[src/hdl/evg_pkg.sv]
package evg_pkg;

  localparam int unsigned FrameSamplesDef  = 1600;
  localparam int unsigned PrerollFramesDef = 8;

  localparam int unsigned SumW   = 42;
  localparam int unsigned CountW = 11;
  localparam int unsigned SqW    = 31;
  localparam int unsigned FloorW = 24;

  localparam logic [FloorW-1:0] FloorReset = 24'd25600;
  localparam logic [15:0]       ThrMin     = 16'd140;
  localparam logic [17:0]       ThrMax     = 18'd32767;
  localparam logic [7:0]        CountMax   = 8'd255;
  // ceil(2^35 / 10), exact divide by ten for operands below 2^32
  localparam logic [31:0]       RecipTen   = 32'hCCCCCCCD;

  // configuration register indexes
  localparam logic [1:0] RegVadOn     = 2'd0;
  localparam logic [1:0] RegFixedThr  = 2'd1;
  localparam logic [1:0] RegHangover  = 2'd2;
  localparam logic [1:0] RegKeepalive = 2'd3;

  typedef struct packed {
    logic        vad_on;
    logic [14:0] fixed_threshold;
    logic [5:0]  hangover_frames;
    logic [7:0]  keepalive_frames;
  } cfg_t;

  // one finished frame handed from the front to the back
  typedef struct packed {
    logic [SumW-1:0]   sum;
    logic [CountW-1:0] n;
    logic              paused;
  } frame_t;

  typedef struct packed {
    logic [15:0] frame_rms;
    logic [14:0] threshold_used;
    logic        voice;
    logic        send_frame;
    logic [3:0]  flush_count;
    logic [2:0]  flush_head;
    logic        store_frame;
    logic [2:0]  store_slot;
    logic        keepalive_send;
    logic        speech_start;
    logic        speech_end;
  } result_t;

endpackage

[src/hdl/evg_fifo.sv]
module evg_fifo (
  input  logic            clk_i,
  input  logic            rst_ni,
  input  logic            push_i,
  input  evg_pkg::frame_t data_i,
  output logic            full_o,
  input  logic            pop_i,
  output evg_pkg::frame_t data_o,
  output logic            empty_o
);
  import evg_pkg::*;

  frame_t     mem_q [2];
  logic       wr_q, rd_q;
  logic [1:0] cnt_q;

  assign full_o  = cnt_q == 2'd2;
  assign empty_o = cnt_q == 2'd0;
  assign data_o  = mem_q[rd_q];

  always_ff @(posedge clk_i or negedge rst_ni) begin
    if (!rst_ni) begin
      wr_q  <= 1'b0;
      rd_q  <= 1'b0;
      cnt_q <= '0;
    end else begin
      if (push_i) wr_q <= !wr_q;
      if (pop_i) rd_q <= !rd_q;
      cnt_q <= cnt_q + {1'b0, push_i} - {1'b0, pop_i};
    end
  end

  always_ff @(posedge clk_i) begin
    if (push_i) mem_q[wr_q] <= data_i;
  end
endmodule

[config.mk]
export PLATFORM = sky130hd
export DESIGN_NAME = evg_fifo
export DESIGN_NICKNAME = d
export VERILOG_FILES = /design/src/hdl/evg_pkg.sv /design/src/hdl/evg_fifo.sv
export SDC_FILE = /design/constraint.sdc
export NUM_CORES = 1
export LEC_CHECK = 0
export BUFFER_PORTS_ARGS = -buffer_cell sky130_fd_sc_hd__buf_2
export CORE_ASPECT_RATIO = 0.5
export CORE_MARGIN = 2
export CORE_UTILIZATION = 43
export CTS_BUF_LIST = sky130_fd_sc_hd__clkbuf_8 sky130_fd_sc_hd__clkbuf_16
export DETAILED_ROUTE_END_ITERATION = 10
export PLACE_DENSITY = 0.77
export SETUP_SLACK_MARGIN = 0.2
export SLEW_MARGIN = 40
export SYNTH_ARGS = -nofsm -noshare
export SYNTH_HDL_FRONTEND = slang
export SYNTH_SLANG_ARGS = --single-unit
[constraint.sdc]
create_clock -name clk_i -period 4.8 [get_ports clk_i]
set_clock_uncertainty 0.05 [all_clocks]
set_input_delay 0.48 -clock clk_i [delete_from_list [all_inputs] [get_ports clk_i]]
set_output_delay 0.48 -clock clk_i [all_outputs]
set_load 0.01 [all_outputs]
==> impl_metrics.tcl <==
set metrics [dict create \
    syn_nets 243 \
    finalWirelength_um 7086 \
    synthAdderAreaFrac_pct 0.5762 \
    grt_use_total_pct 13.05 \
    cts_buffers 9 \
    vias_per_cell 4.573 \
    critPathCaptureType "primary output" \
    yosys.area.top_type_share_pct 74.68 \
    status "finished clean" \
    initial_core_util_pct 45.08 \
    dieArea_um2 10970 \
    die_w_um 146.1 \
    finalWorstSetupSlack_ns 2.383 \
    dpl.hpwl_um 5043 \
    tns_ns 0 \
    cts_sinks 112 \
    syn-instance-count 183 \
    synth_xor_area_share_pct 0.9507 \
    dp_worst_setup_slack_ns 2.719 \
    crit_arrival_ns 1.89 \
    n_antenna_cell 0 \
    avgSynthCellArea_um2 23.73 \
    path_max_fanout 23 \
    synth_top_family_by_area "multiplexers" \
    grt_max_degree 42 \
    cts.clk_slew.worst_paths_ns 0.07 \
    synth_top_cell_by_area "edfxtp_1" \
    ios 114 \
    ys_warn_count 0 \
    layout_common_cells "buf_2 (113), edfxtp_1 (108), mux2_4 (49)" \
    synth_compound_area_share_pct 0 \
    die_h_um 75.07 \
    synthSimpleGateAreaFrac_pct 0.5186 \
    wl_per_cell_um 15.85 \
    timing.final.crit_share_pct 50.35 \
    rows 25 \
    period_minus_slack_ns 2.417 \
    synthToLayoutAreaGrowth_pct 23.42 \
    antenna_found_initial 0 \
    cts_root_buffer "clkbuf_16" \
    cts_resized 0 \
    peakVddDrop_mv 0.2200 \
    layout_commonest_cell "buf_2" \
    start_kind "flop" \
    gp_congestion 0.7222 \
    cts_buffer_depth 2 \
    synthMuxAreaShare_pct 18.24 \
    min_path_type "input pin to flop" \
    cap_violations 0 \
    drt_pass1_iterations 4 \
    first_iter_violations 72 \
    drive_gt1_share_pct 60.26 \
    core_um2 9634 \
    ys_seq_elements 112 \
    synth_area_um2 4343 \
    grt_pass1_wl_um 10610 \
    clock.fmax_mhz 413.8 \
    cellPowerDensity_nw_per_um2 576.4 \
    htree_levels 3 \
    critPathRequiredTime_ns 4.27 \
    ys_top_cells_by_area "edfxtp_1 (75%), mux2_4 (17%), buf_12 (2.3%), dfrtp_1 (2.3%), mux2_2 (1.3%)" \
    tritoncts "yes" \
    synth_cell_types 13 \
    overflow 0 \
    io_buffers 113 \
    hold_viol_final 0 \
    worstMarginPinSlew_ns 0.5360 \
    slew_viol_final 0 \
    ys_seq_area_share_pct 76.98 \
    rsz0062_at_grt "no" \
    drtAntennaViolNets 0 \
    leakagePower_nw 2.171 \
    drc_errors 0 \
    vias 2044 \
    slew-limit-headroom_pct 64.27 \
    nFillCells 789 \
    fin_nets 367 \
    finalSetupViolations 0 \
    clock_latency_ns 0.33 \
    grt_pass1_vias 2176 \
    path_class "flop to primary output" \
]
kinds of logic (layout without fill, tap and decap cells):
family | count (synthesis) | in the layout
flops | 112 | 112
xor+xnor | 3 | 3
buf+inv | 8 | 137
mux | 54 | 54
fa+ha+maj | 2 | 2
simple gates | 4 | 4
area by class of cell:
cell class                      count  area (um2)  share of cell area (%)
Sequential cell                   112        3347                   62.44
Timing Repair Buffer              119       658.1                   12.28
Clock inverter                      7       63.81                   1.190
Inverter                            2       7.507                  0.1401
Clock buffer                        9       225.2                   4.202
Multi-Input combinational cell     63       889.6                   16.60
Tap cell                          135       168.9                   3.151
synthesized netlist by cell type, drive strengths merged:
cell type,n
ha,2
buf,6
dfrtp,4
xor2,2
inv,2
xor3,1
and2,1
mux2,54
nor2b,2
nor2,1
edfxtp,108
critical path, cell delays in order (launching register included):
cell     delay (ns)
dfrtp_4        0.58
buf_12         0.24
buf_12         0.22
mux2_2         0.35
buf_2          0.14
stage by stage:
step | hold slack (ns) | utilization (%) | cells | cell area [um2] | total power (W)
detailed placement | 0.2415 | 52.53 | 430 | 5061 | 0.002423
finish | 0.2806 | 55.64 | 447 | 5360 | 0.003090
floorplan | 0.1344 | - | 183 | 4343 | 0.002143
CTS | 0.2611 | 55.64 | 447 | 5360 | 0.003136
global placement | 0.2336 | 51.83 | 427 | 4994 | 0.002346
global route | 0.2608 | 55.64 | 447 | 5360 | 0.003233
where the power goes:
part | leakage (nW) | switching (W) | internal, W
combinational | 0.978 | 0.000459 | 0.000539
sequential | 1.06 | 0.0000845 | 0.00130
clock | 0.134 | 0.000307 | 0.000399
total | 2.17 | 0.000850 | 0.00224
layer usage:
layer  track usage, %  routed length (um)  vias to the layer above
met2            25.68                3993                       43
met5                0                   0                        -
met1            12.98                2717                     1025
met4            5.609                 108                        0
li1                 -                   -                      968
met3            4.606                 267                        8
worst paths after layout:
path,cells after the start,slack [ns],startpoint,end
setup / recovery,4,2.38,rd_q,data_o[3]
hold / removal,1,0.28,data_i[8],mem_q[1][8]
setup reg to reg,2,3.01,wr_q,mem_q[1][15]
hold reg to reg,1,0.50,wr_q,wr_q
max in group asynchronous,2,4.13,rst_ni,rd_q
min in group asynchronous,2,0.43,rst_ni,wr_q
state kept, by name, summed over array words and instances, names as in the netlist:
name	flops
wr_q	1
cnt_q	2
mem_q	108
rd_q	1
timing repair:
item                      CTS  global route
buffers inserted            0             0
hold buffers                1             0
hold endpoints to repair    4             0
Note: power is estimated with default switching activity, not from simulation.
