`config.mk`:
```
export PLATFORM = sky130hd
export DESIGN_NAME = evg_front_flat
export DESIGN_NICKNAME = d
export VERILOG_FILES = /design/src/hdl/evg_pkg.sv /design/src/hdl/evg_in_if.sv /design/src/hdl/evg_front.sv /design/src/flat_wrapper.sv
export SDC_FILE = /design/constraint.sdc
export NUM_CORES = 1
export LEC_CHECK = 0
export BUFFER_PORTS_ARGS = -buffer_cell sky130_fd_sc_hd__buf_2
export CAP_MARGIN = 20
export CORE_AREA = 3 3 245 247
export CTS_CLUSTER_DIAMETER = 150
export DETAILED_ROUTE_END_ITERATION = 6
export DIE_AREA = 0 0 248 250
export PLACE_DENSITY = 0.45
export SLEW_MARGIN = 20
export SYNTH_ARGS = -nofsm -noshare
export SYNTH_HDL_FRONTEND = slang
export SYNTH_SLANG_ARGS = --single-unit
export TNS_END_PERCENT = 50
```
`constraint.sdc`:
```
create_clock -name clk_i -period 6 [get_ports clk_i]
set_clock_uncertainty 0.05 [all_clocks]
set_input_delay 0.6 -clock clk_i [delete_from_list [all_inputs] [get_ports clk_i]]
set_output_delay 0.6 -clock clk_i [all_outputs]
set_load 0.01 [all_outputs]
```
`src/hdl/evg_pkg.sv`:
```
package evg_pkg;

  localparam int unsigned FrameSamplesDef  = 1600;
  localparam int unsigned PrerollFramesDef = 8;

  localparam int unsigned SumW   = 42;
  localparam int unsigned CountW = 11;
  localparam int unsigned SqW    = 31;
  localparam int unsigned FloorW = 24;

  localparam logic [FloorW-1:0] FloorReset = 24'd25600;
  localparam logic [15:0]       ThrMin     = 16'd140;
  localparam logic [17:0]       ThrMax     = 18'd32767;
  localparam logic [7:0]        CountMax   = 8'd255;
  // ceil(2^35 / 10), exact divide by ten for operands below 2^32
  localparam logic [31:0]       RecipTen   = 32'hCCCCCCCD;

  // configuration register indexes
  localparam logic [1:0] RegVadOn     = 2'd0;
  localparam logic [1:0] RegFixedThr  = 2'd1;
  localparam logic [1:0] RegHangover  = 2'd2;
  localparam logic [1:0] RegKeepalive = 2'd3;

  typedef struct packed {
    logic        vad_on;
    logic [14:0] fixed_threshold;
    logic [5:0]  hangover_frames;
    logic [7:0]  keepalive_frames;
  } cfg_t;

  // one finished frame handed from the front to the back
  typedef struct packed {
    logic [SumW-1:0]   sum;
    logic [CountW-1:0] n;
    logic              paused;
  } frame_t;

  typedef struct packed {
    logic [15:0] frame_rms;
    logic [14:0] threshold_used;
    logic        voice;
    logic        send_frame;
    logic [3:0]  flush_count;
    logic [2:0]  flush_head;
    logic        store_frame;
    logic [2:0]  store_slot;
    logic        keepalive_send;
    logic        speech_start;
    logic        speech_end;
  } result_t;

endpackage

```
`src/hdl/evg_in_if.sv`:
```
interface evg_in_if;
  logic               valid;
  logic               ready;
  logic signed [15:0] sample;
  logic               frame_end;
  logic               mute_tx;

  modport source (output valid, sample, frame_end, mute_tx, input ready);
  modport sink (input valid, sample, frame_end, mute_tx, output ready);
endinterface


```
`src/hdl/evg_front.sv`:
```
module evg_front #(
  parameter int unsigned FRAME_SAMPLES = evg_pkg::FrameSamplesDef
) (
  input  logic            clk_i,
  input  logic            rst_ni,
  evg_in_if.sink          in_i,
  output evg_pkg::frame_t frame_o,
  output logic            push_o,
  input  logic            full_i
);
  import evg_pkg::*;

  logic [CountW-1:0] cnt_q, cnt_d, cnt_inc;
  logic [SumW-1:0]   sum_q, sum_d, sum_tot;
  logic              s1_v_q, s1_v_d;
  logic [SqW-1:0]    s1_sq_q;
  logic              s1_end_q, s1_paused_q;
  logic [CountW-1:0] s1_n_q;
  logic              s1_adv, accept, is_end;
  logic signed [31:0] sq_full;

  // square stage moves on unless a finished frame finds the queue full
  assign s1_adv     = s1_v_q && !(s1_end_q && full_i);
  assign in_i.ready = !s1_v_q || s1_adv;
  assign accept     = in_i.valid && in_i.ready;

  assign cnt_inc = cnt_q + 1'b1;
  assign is_end  = in_i.frame_end || ({21'd0, cnt_inc} >= FRAME_SAMPLES);
  assign sq_full = in_i.sample * in_i.sample;
  assign sum_tot = sum_q + {{(SumW-SqW){1'b0}}, s1_sq_q};

  always_comb begin
    cnt_d  = cnt_q;
    sum_d  = sum_q;
    s1_v_d = s1_v_q;
    if (s1_adv) begin
      sum_d  = s1_end_q ? '0 : sum_tot;
      s1_v_d = 1'b0;
    end
    if (accept) begin
      cnt_d  = is_end ? '0 : cnt_inc;
      s1_v_d = 1'b1;
    end
  end

  always_ff @(posedge clk_i or negedge rst_ni) begin
    if (!rst_ni) begin
      cnt_q  <= '0;
      sum_q  <= '0;
      s1_v_q <= 1'b0;
    end else begin
      cnt_q  <= cnt_d;
      sum_q  <= sum_d;
      s1_v_q <= s1_v_d;
    end
  end

  // hold the squared sample with its frame marks
  always_ff @(posedge clk_i) begin
    if (accept) begin
      s1_sq_q     <= sq_full[SqW-1:0];
      s1_end_q    <= is_end;
      s1_paused_q <= in_i.mute_tx;
      s1_n_q      <= cnt_inc;
    end
  end

  assign push_o         = s1_adv && s1_end_q;
  assign frame_o.sum    = sum_tot;
  assign frame_o.n      = s1_n_q;
  assign frame_o.paused = s1_paused_q;
endmodule

```
`src/flat_wrapper.sv`:
```
// flat-port wrapper written by rule: the top's interface ports become plain ports
module evg_front_flat import evg_pkg::*;
#(
  parameter int unsigned FRAME_SAMPLES = evg_pkg::FrameSamplesDef
)
  (clk_i, rst_ni, frame_o, push_o, full_i, in_i_valid, in_i_sample, in_i_frame_end, in_i_mute_tx, in_i_ready);
  evg_in_if in_i_i ();
  input  logic clk_i;
  input  logic rst_ni;
  output evg_pkg::frame_t frame_o;
  output logic push_o;
  input  logic full_i;
  input wire logic [$bits(in_i_i.valid)-1:0] in_i_valid;
  input wire logic [$bits(in_i_i.sample)-1:0] in_i_sample;
  input wire logic [$bits(in_i_i.frame_end)-1:0] in_i_frame_end;
  input wire logic [$bits(in_i_i.mute_tx)-1:0] in_i_mute_tx;
  output wire logic [$bits(in_i_i.ready)-1:0] in_i_ready;
  assign in_i_i.valid = in_i_valid;
  assign in_i_i.sample = in_i_sample;
  assign in_i_i.frame_end = in_i_frame_end;
  assign in_i_i.mute_tx = in_i_mute_tx;
  assign in_i_ready = in_i_i.ready;
  evg_front #(.FRAME_SAMPLES(FRAME_SAMPLES)) u_core (.clk_i(clk_i), .rst_ni(rst_ni), .in_i(in_i_i), .frame_o(frame_o), .push_o(push_o), .full_i(full_i));
endmodule
```
==> out/qor.csv, run 1 <==
stage,metric,value,unit
status,outcome,"complete, no violations",
floorplanning,io_pins,78,
timing,fin_crit,5.85,ns
synth,yosys_warnings,0,
routing,drt-pass1-iter-count,6,
layout,antennaDiodeCount,0,
clock_tree,cts_sinks,97,
synth,synthArstFlopShare,0.557,
layout,fin_area,17500,um^2
worst_setup_path,cp-end-kind,register,
timing,rsz0062_at_grt,true,
global_routing,grt_pass1_wl,60900,um
timing,tightest_slew,0.899,ns
placed_design,io_buffers,77,
placed_design,gp_congestion,0.825,
placed_design,placed_cells,2467,
timing,fin_crit_sh,0.975,
routing,wl_per_cell,14.5,um
timing,fmax,0.171,GHz
clock_tree,htree_num_levels,3,
worst_setup_path,worstPathRequired,6.05,ns
timing,final_max_slew_viol_count,0,
floorplanning,die_w,248,um
routing,wl,36100,um
clock_tree,cts_root_buf,clkbuf_16,
global_routing,antenna_found_initial,0,
routing,detailroute.via_count,10600,
worst_setup_path,arrival,5.91,ns
global_routing,grt_overflow,0,
timing,whs,0.351,ns
worst_setup_path,cp-start-kind,input pin,
clock_tree,holdBufCountCts,0,
synth,syn_area,14400,um^2
layout,fillers,6069,
clock_tree,insertion_delay,0.36,ns
floorplanning,core,57800,um^2
routing,drc_errors,0,
layout,nets,2090,
timing,max_slew_margin,0.400,
worst_setup_path,crit_type,input pin to register,
routing,routed_via_density,4.24,
synth,yosysTopAreaCell,fa_1,
synth,syn_inst,1516,
global_routing,grt_usage,0.121,
worst_setup_path,cp_max_fo,9,
layout,layout_common_cells,"327 x inv_1, 222 x fa_1, 158 x buf_4",
clock_tree,clockBufferDepth,2,
layout,area_growth,21.6,%
global_routing,grt_pass1_vias,11500,
layout,final_common_cell,inv_1,
clock_tree,tritoncts,yes,
timing,final_hold_viol_count,0,
floorplanning,dieArea,62000,um^2
synth,synth.top_cells.by_area,"fa_1 32%, ha_1 10%, dfrtp_1 9.4%, edfxtp_1 9.0%, inv_1 8.8%",
job,drv_cap,0,
synth,synth_top_area_share,0.319,
placed_design,post-dp-hpwl,31100,um
global_routing,grt_max_degree,55,
synth,syn-num-nets,1887,
synth,avgSynthCellArea,9.51,um^2
floorplanning,initial_utilization,0.249,
routing,drt-initial-drc-count,449,
synth,synth-seq-cells,97,
min_path,min_path_type,input pin to asynchronous set/reset pin,
placed_design,place_area,16900,um^2
worst_setup_path,r2r_setup_slack,3.06,ns
clock_tree,clk_pin_slew_worst_paths,0.07,ns
synth,yosysUniqueCellTypes,77,
synth,ys.flop_type,dfrtp_1,
floorplanning,num_rows,88,
synth,yosysSeqAreaShare,0.183,
clock_tree,cts_buffers,9,
timing,setup_tns,0,ns
routing,drtAntennaViolNets,0,
floorplanning,die_h,250,um
layout,drive_gt1_frac,0.215,
synth,synth_edf_count,43,
timing,setup_violations,0,
layout,final_cells,2489,
[what timing repair did]
action                     4_1_cts  5_1_grt
gates resized for setup         13       79
setup endpoints to repair        7        9
pin swaps                        2       51
setup buffers                    0        6
[registers in the layout, indices dropped and copies added (netlist names)]
register and cells:
u_core.s1_end_q 1, u_core.sum_q 42, u_core.cnt_q 11, u_core.s1_paused_q 1
u_core.s1_v_q 1, u_core.s1_n_q 11, u_core.s1_sq_q 30
[final timing paths]
path	start	endpoint	cells after the start
max in group asynchronous	rst_ni	u_core.sum_q[16]	2
max reg2reg	u_core.s1_sq_q[10]	u_core.sum_q[23]	10
min	rst_ni	u_core.sum_q[3]	2
min reg2reg	u_core.sum_q[2]	u_core.sum_q[2]	2
min in group clk_i	in_i_mute_tx	u_core.s1_paused_q	1
max	in_i_sample[9]	u_core.s1_sq_q[29]	24
[critical path: stages]
cell	delay, ns
buf_6	0.12
and2_4	0.16
inv_1	0.05
fa_1	0.47
inv_1	0.05
fa_1	0.51
inv_1	0.06
fa_1	0.52
inv_1	0.05
fa_2	0.41
fa_1	0.48
inv_1	0.05
fa_1	0.53
inv_1	0.06
ha_4	0.24
a21o_1	0.21
a21oi_4	0.14
nand2b_1	0.08
a211oi_2	0.20
nor2_2	0.10
a2111oi_4	0.40
o41ai_2	0.13
a21oi_1	0.16
xnor2_1	0.10
[cells in the mapped netlist, drive strengths merged (12+ instances only)]
| library cell | instances |
|---|---|
| inv | 337 |
| fa | 230 |
| nand2 | 140 |
| ha | 119 |
| nor2 | 81 |
| xnor2 | 63 |
| a21oi | 56 |
| dfrtp | 54 |
| edfxtp | 43 |
| o21ai | 43 |
| and2 | 38 |
| clkbuf | 37 |
| nand3 | 32 |
| a22o | 27 |
| xor2 | 24 |
| a21o | 21 |
| a31oi | 14 |
| nor3 | 14 |
| o21a | 12 |
[routing by layer]
metal  wire, um  up-vias  GRT usage
met5          0        -          0
met3        804       21    0.00849
met4        332        0     0.0200
li1           -     5215          -
met2      16600      122      0.198
met1      18400     5194      0.178
[cells by family after synthesis]
kind of cell / count (synthesis) / synth area share
XOR/XNOR: 87 / 0.0529
adder cells (fa/ha/maj): 349 / 0.423
flip-flops: 97 / 0.183
multiplexers: 3 / 0.00217
buffers and inverters: 386 / 0.102
AND/OR/NAND/NOR: 356 / 0.116
AO/OA/AOI/OAI: 238 / 0.121
[stage by stage]
stage | util | setup slack, ns
2_1_floorplan | - | -0.0515
3_3_place_gp | 0.292 | -0.445
3_5_place_dp | 0.292 | -0.475
4_1_cts | 0.298 | -0.0144
5_1_grt | 0.303 | -0.0982
6_report | 0.303 | 0.148
[layout make-up]
type / count / area [um^2] / share of cell area
clock buffer: 11 / 253 / 0.0144
clock inverter: 5 / 38.8 / 0.00221
inverter: 339 / 1280 / 0.0733
multi-input combinational: 1033 / 10600 / 0.606
sequential: 97 / 2640 / 0.151
tap: 765 / 957 / 0.0546
timing repair buffer: 239 / 1740 / 0.0990
Power of run 1 is not shown: default switching activity piles up to over one toggle a cycle in this logic, so the estimate is an artifact.
==> run 2: changes to the inputs <==
--- a/config.mk
+++ b/config.mk
@@ -7,11 +7,12 @@
 export LEC_CHECK = 0
 export BUFFER_PORTS_ARGS = -buffer_cell sky130_fd_sc_hd__buf_2
 export CAP_MARGIN = 20
-export CORE_AREA = 3 3 245 247
+export CORE_AREA = 2 2 244 246
 export CTS_CLUSTER_DIAMETER = 150
 export DETAILED_ROUTE_END_ITERATION = 6
-export DIE_AREA = 0 0 248 250
+export DIE_AREA = 0 0 246 248
 export PLACE_DENSITY = 0.45
+export RECOVER_POWER = 100
 export SLEW_MARGIN = 20
 export SYNTH_ARGS = -nofsm -noshare
 export SYNTH_HDL_FRONTEND = slang
==> run 2 against run 1 <==
Compared with the run above:
- the flow now finishes with violations (capacitance limit, slew limit)
- cell area is 0.36% higher
- fmax fell by 0.18%
- global-route usage rose by 0.16 points
- non-clock buffer count grew 9
==> out/qor.csv, run 2 (same netlist as run 1, synthesis figures left out) <==
stage,metric,value,unit,change
floorplanning,initial_utilization,0.247,,-0.00280
floorplanning,dieArea,61000,um^2,-1.6%
job,drv_cap,3,,+3
worst_setup_path,max_stage_delay,0.59,ns,+0.06 ns
min_path,holdPathStages,1,,
floorplanning,num_rows,89,,+1.1%
routing,wl_per_cell,14.5,um,about the same
layout,area_growth,22.0,%,
layout,post-route-util,0.301,,-0.00232
global_routing,grt_usage,0.123,,+0.00156
clock_tree,cts_buffers,9,,unchanged
clock_tree,insertion_delay,0.35,ns,about the same
min_path,hold_start,in_i_mute_tx,,
layout,layout_common_cells,"319 x inv_1, 217 x fa_1, 159 x buf_4",,
min_path,worstHoldEndpoint,u_core.s1_paused_q,,
timing,whs,0.375,ns,+0.0240 ns
timing,rsz0062_at_grt,true,,
global_routing,top_usage_layer,met2,,
timing,fmax,0.171,GHz,-0.18%
routing,drt-initial-drc-count,526,,+17%
routing,wl,36400,um,+0.66%
timing,final_hold_viol_count,0,,unchanged
global_routing,use_met2,0.206,,+0.00871
placed_design,gp_congestion,0.801,,-2.9%
worst_setup_path,crit_buf_inv,6,,-1
timing,max_slew_margin,-1.09,,-1.49
placed_design,post-dp-hpwl,31000,um,-0.38%
clock_tree,cts_sinks,97,,unchanged
global_routing,grt_use_met1,0.173,,-0.00454
worst_setup_path,path_cells,buf_2 > buf_4 > nand2_1 > buf_4 > fa_1 > fa_2 > inv_4 > fa_1 > fa_1 > fa_1 > inv_1 > fa_1 > inv_1 > ha_4 > a21oi_2 > o21ai_1 > a21o_1 > a21oi_2 > o21ai_2 > or4b_4 > a21oi_2 > xnor2_1,,
global_routing,grt_overflow,0,,unchanged
layout,reg.largest.list,"u_core.sum_q: 42 flops, u_core.s1_sq_q: 30 flops",,
worst_setup_path,reg2reg_depth,3,,-7
clock_tree,htree_num_levels,3,,unchanged
routing,drtAntennaViolNets,0,,unchanged
layout,fillers,6142,,+1.2%
floorplanning,die_w,246,um,-0.81%
clock_tree,clk_pin_slew_worst_paths,0.07,ns,about the same
worst_setup_path,cp-end-kind,register,,
floorplanning,die_h,248,um,-0.80%
worst_setup_path,cpMaxStageDelayCell,fa_2,,
global_routing,met3_usage,0.00919,,+0.000703
status,outcome,"complete, but fails checks",,
global_routing,grt_pass1_vias,11400,,-0.56%
worst_setup_path,cp-start-kind,input pin,,
clock_tree,cts_root_buf,clkbuf_16,,
floorplanning,core,58500,um^2,+1.1%
worst_setup_path,r2r_setup_slack,1.89,ns,-1.17 ns
worst_setup_path,critPathTopFamily,adder cells,,
timing,fin_crit_sh,0.977,,+0.00178
routing,drc_errors,0,,unchanged
placed_design,io_buffers,77,,unchanged
timing,tightest_slew,3.14,ns,+2.24 ns
worst_setup_path,cp_max_fo,6,,-3
timing,fin_crit,5.86,ns,+0.0107 ns
worst_setup_path,crit-reg2reg-capture,u_core.s1_sq_q[21],,
timing,setup_tns,0,ns,unchanged
layout,final_common_cell,inv_1,,
timing,setup_violations,0,,unchanged
routing,routed_via_density,4.24,,about the same
worst_setup_path,crit_type,input pin to register,,
floorplanning,io_pins,78,,unchanged
worst_setup_path,r2r_start,u_core.s1_v_q,,
layout,drive_gt1_frac,0.187,,-0.0277
worst_setup_path,arrival,5.91,ns,about the same
routing,detailroute.via_count,10600,,+0.74%
clock_tree,clockBufferDepth,2,,unchanged
clock_tree,tritoncts,yes,,
worst_setup_path,worstPathRequired,6.05,ns,about the same
global_routing,grt_pass1_wl,60300,um,-0.97%
global_routing,antenna_found_initial,0,,unchanged
status,failed_checks,"capacitance limit, slew limit",,
worst_setup_path,cpMostUsedCell,fa_1,,
routing,drt-pass1-iter-count,4,,-2
timing,final_max_slew_viol_count,147,,+147
layout,nets,2099,,+0.43%
layout,antennaDiodeCount,0,,unchanged
global_routing,grt_max_degree,55,,unchanged
min_path,min_path_type,input pin to register,,
layout,largest_register,u_core.sum_q,,
layout,largest_reg_flops,42,,unchanged
==> run 2: metal layers <==
layer	vias to the layer above	wire length, um
li1	5240	-
met1	5239	18100
met2	130	17000
met3	21	915
met4	0	322
met5	-	0
==> run 2: worst max path at each step <==
stage	slack, ns	startpoint	cells past startpoint	endpoint
2_1_floorplan	-0.05	in_i_sample[1]	21	u_core.s1_sq_q[30]
3_3_place_gp	-0.44	in_i_sample[9]	24	u_core.s1_sq_q[24]
3_5_place_dp	-0.48	in_i_sample[6]	24	u_core.s1_sq_q[30]
4_1_cts	0.006	in_i_sample[2]	24	u_core.s1_sq_q[30]
5_1_grt	-0.09	in_i_sample[8]	25	u_core.s1_sq_q[30]
6_report	0.14	in_i_sample[15]	22	u_core.s1_sq_q[30]
==> run 2: repair_timing <==
action | 4_1_cts | 5_1_grt
resized for setup | 14 | 94
hold buffers | 0 | 0
pin swaps | 7 | 49
cloned | 0 | 2
setup endpoints to repair | 5 | 9
buffers inserted | 0 | 9
==> run 2: layout make-up <==
class / count / area [um^2] / share of cell area
timing repair buffer: 248 / 1810 / 0.103
tap: 773 / 967 / 0.0550
clock buffer: 10 / 239 / 0.0136
inverter: 339 / 1280 / 0.0731
clock inverter: 6 / 91.3 / 0.00519
multi-input combinational: 1033 / 10600 / 0.600
sequential: 97 / 2640 / 0.150
==> run 2: metrics by stage <==
stage | instances | cell area, um^2 | worst slack [ns]
final | 2506 | 17600 | 0.138
after global routing | 2506 | 17600 | -0.0883
after CTS | 2495 | 17300 | 0.00617
after detailed placement | 2479 | 17000 | -0.483
after global placement | 2479 | 17000 | -0.440
after floorplan | 1516 | 14600 | -0.0515
Power of run 2 is left out for the same reason.
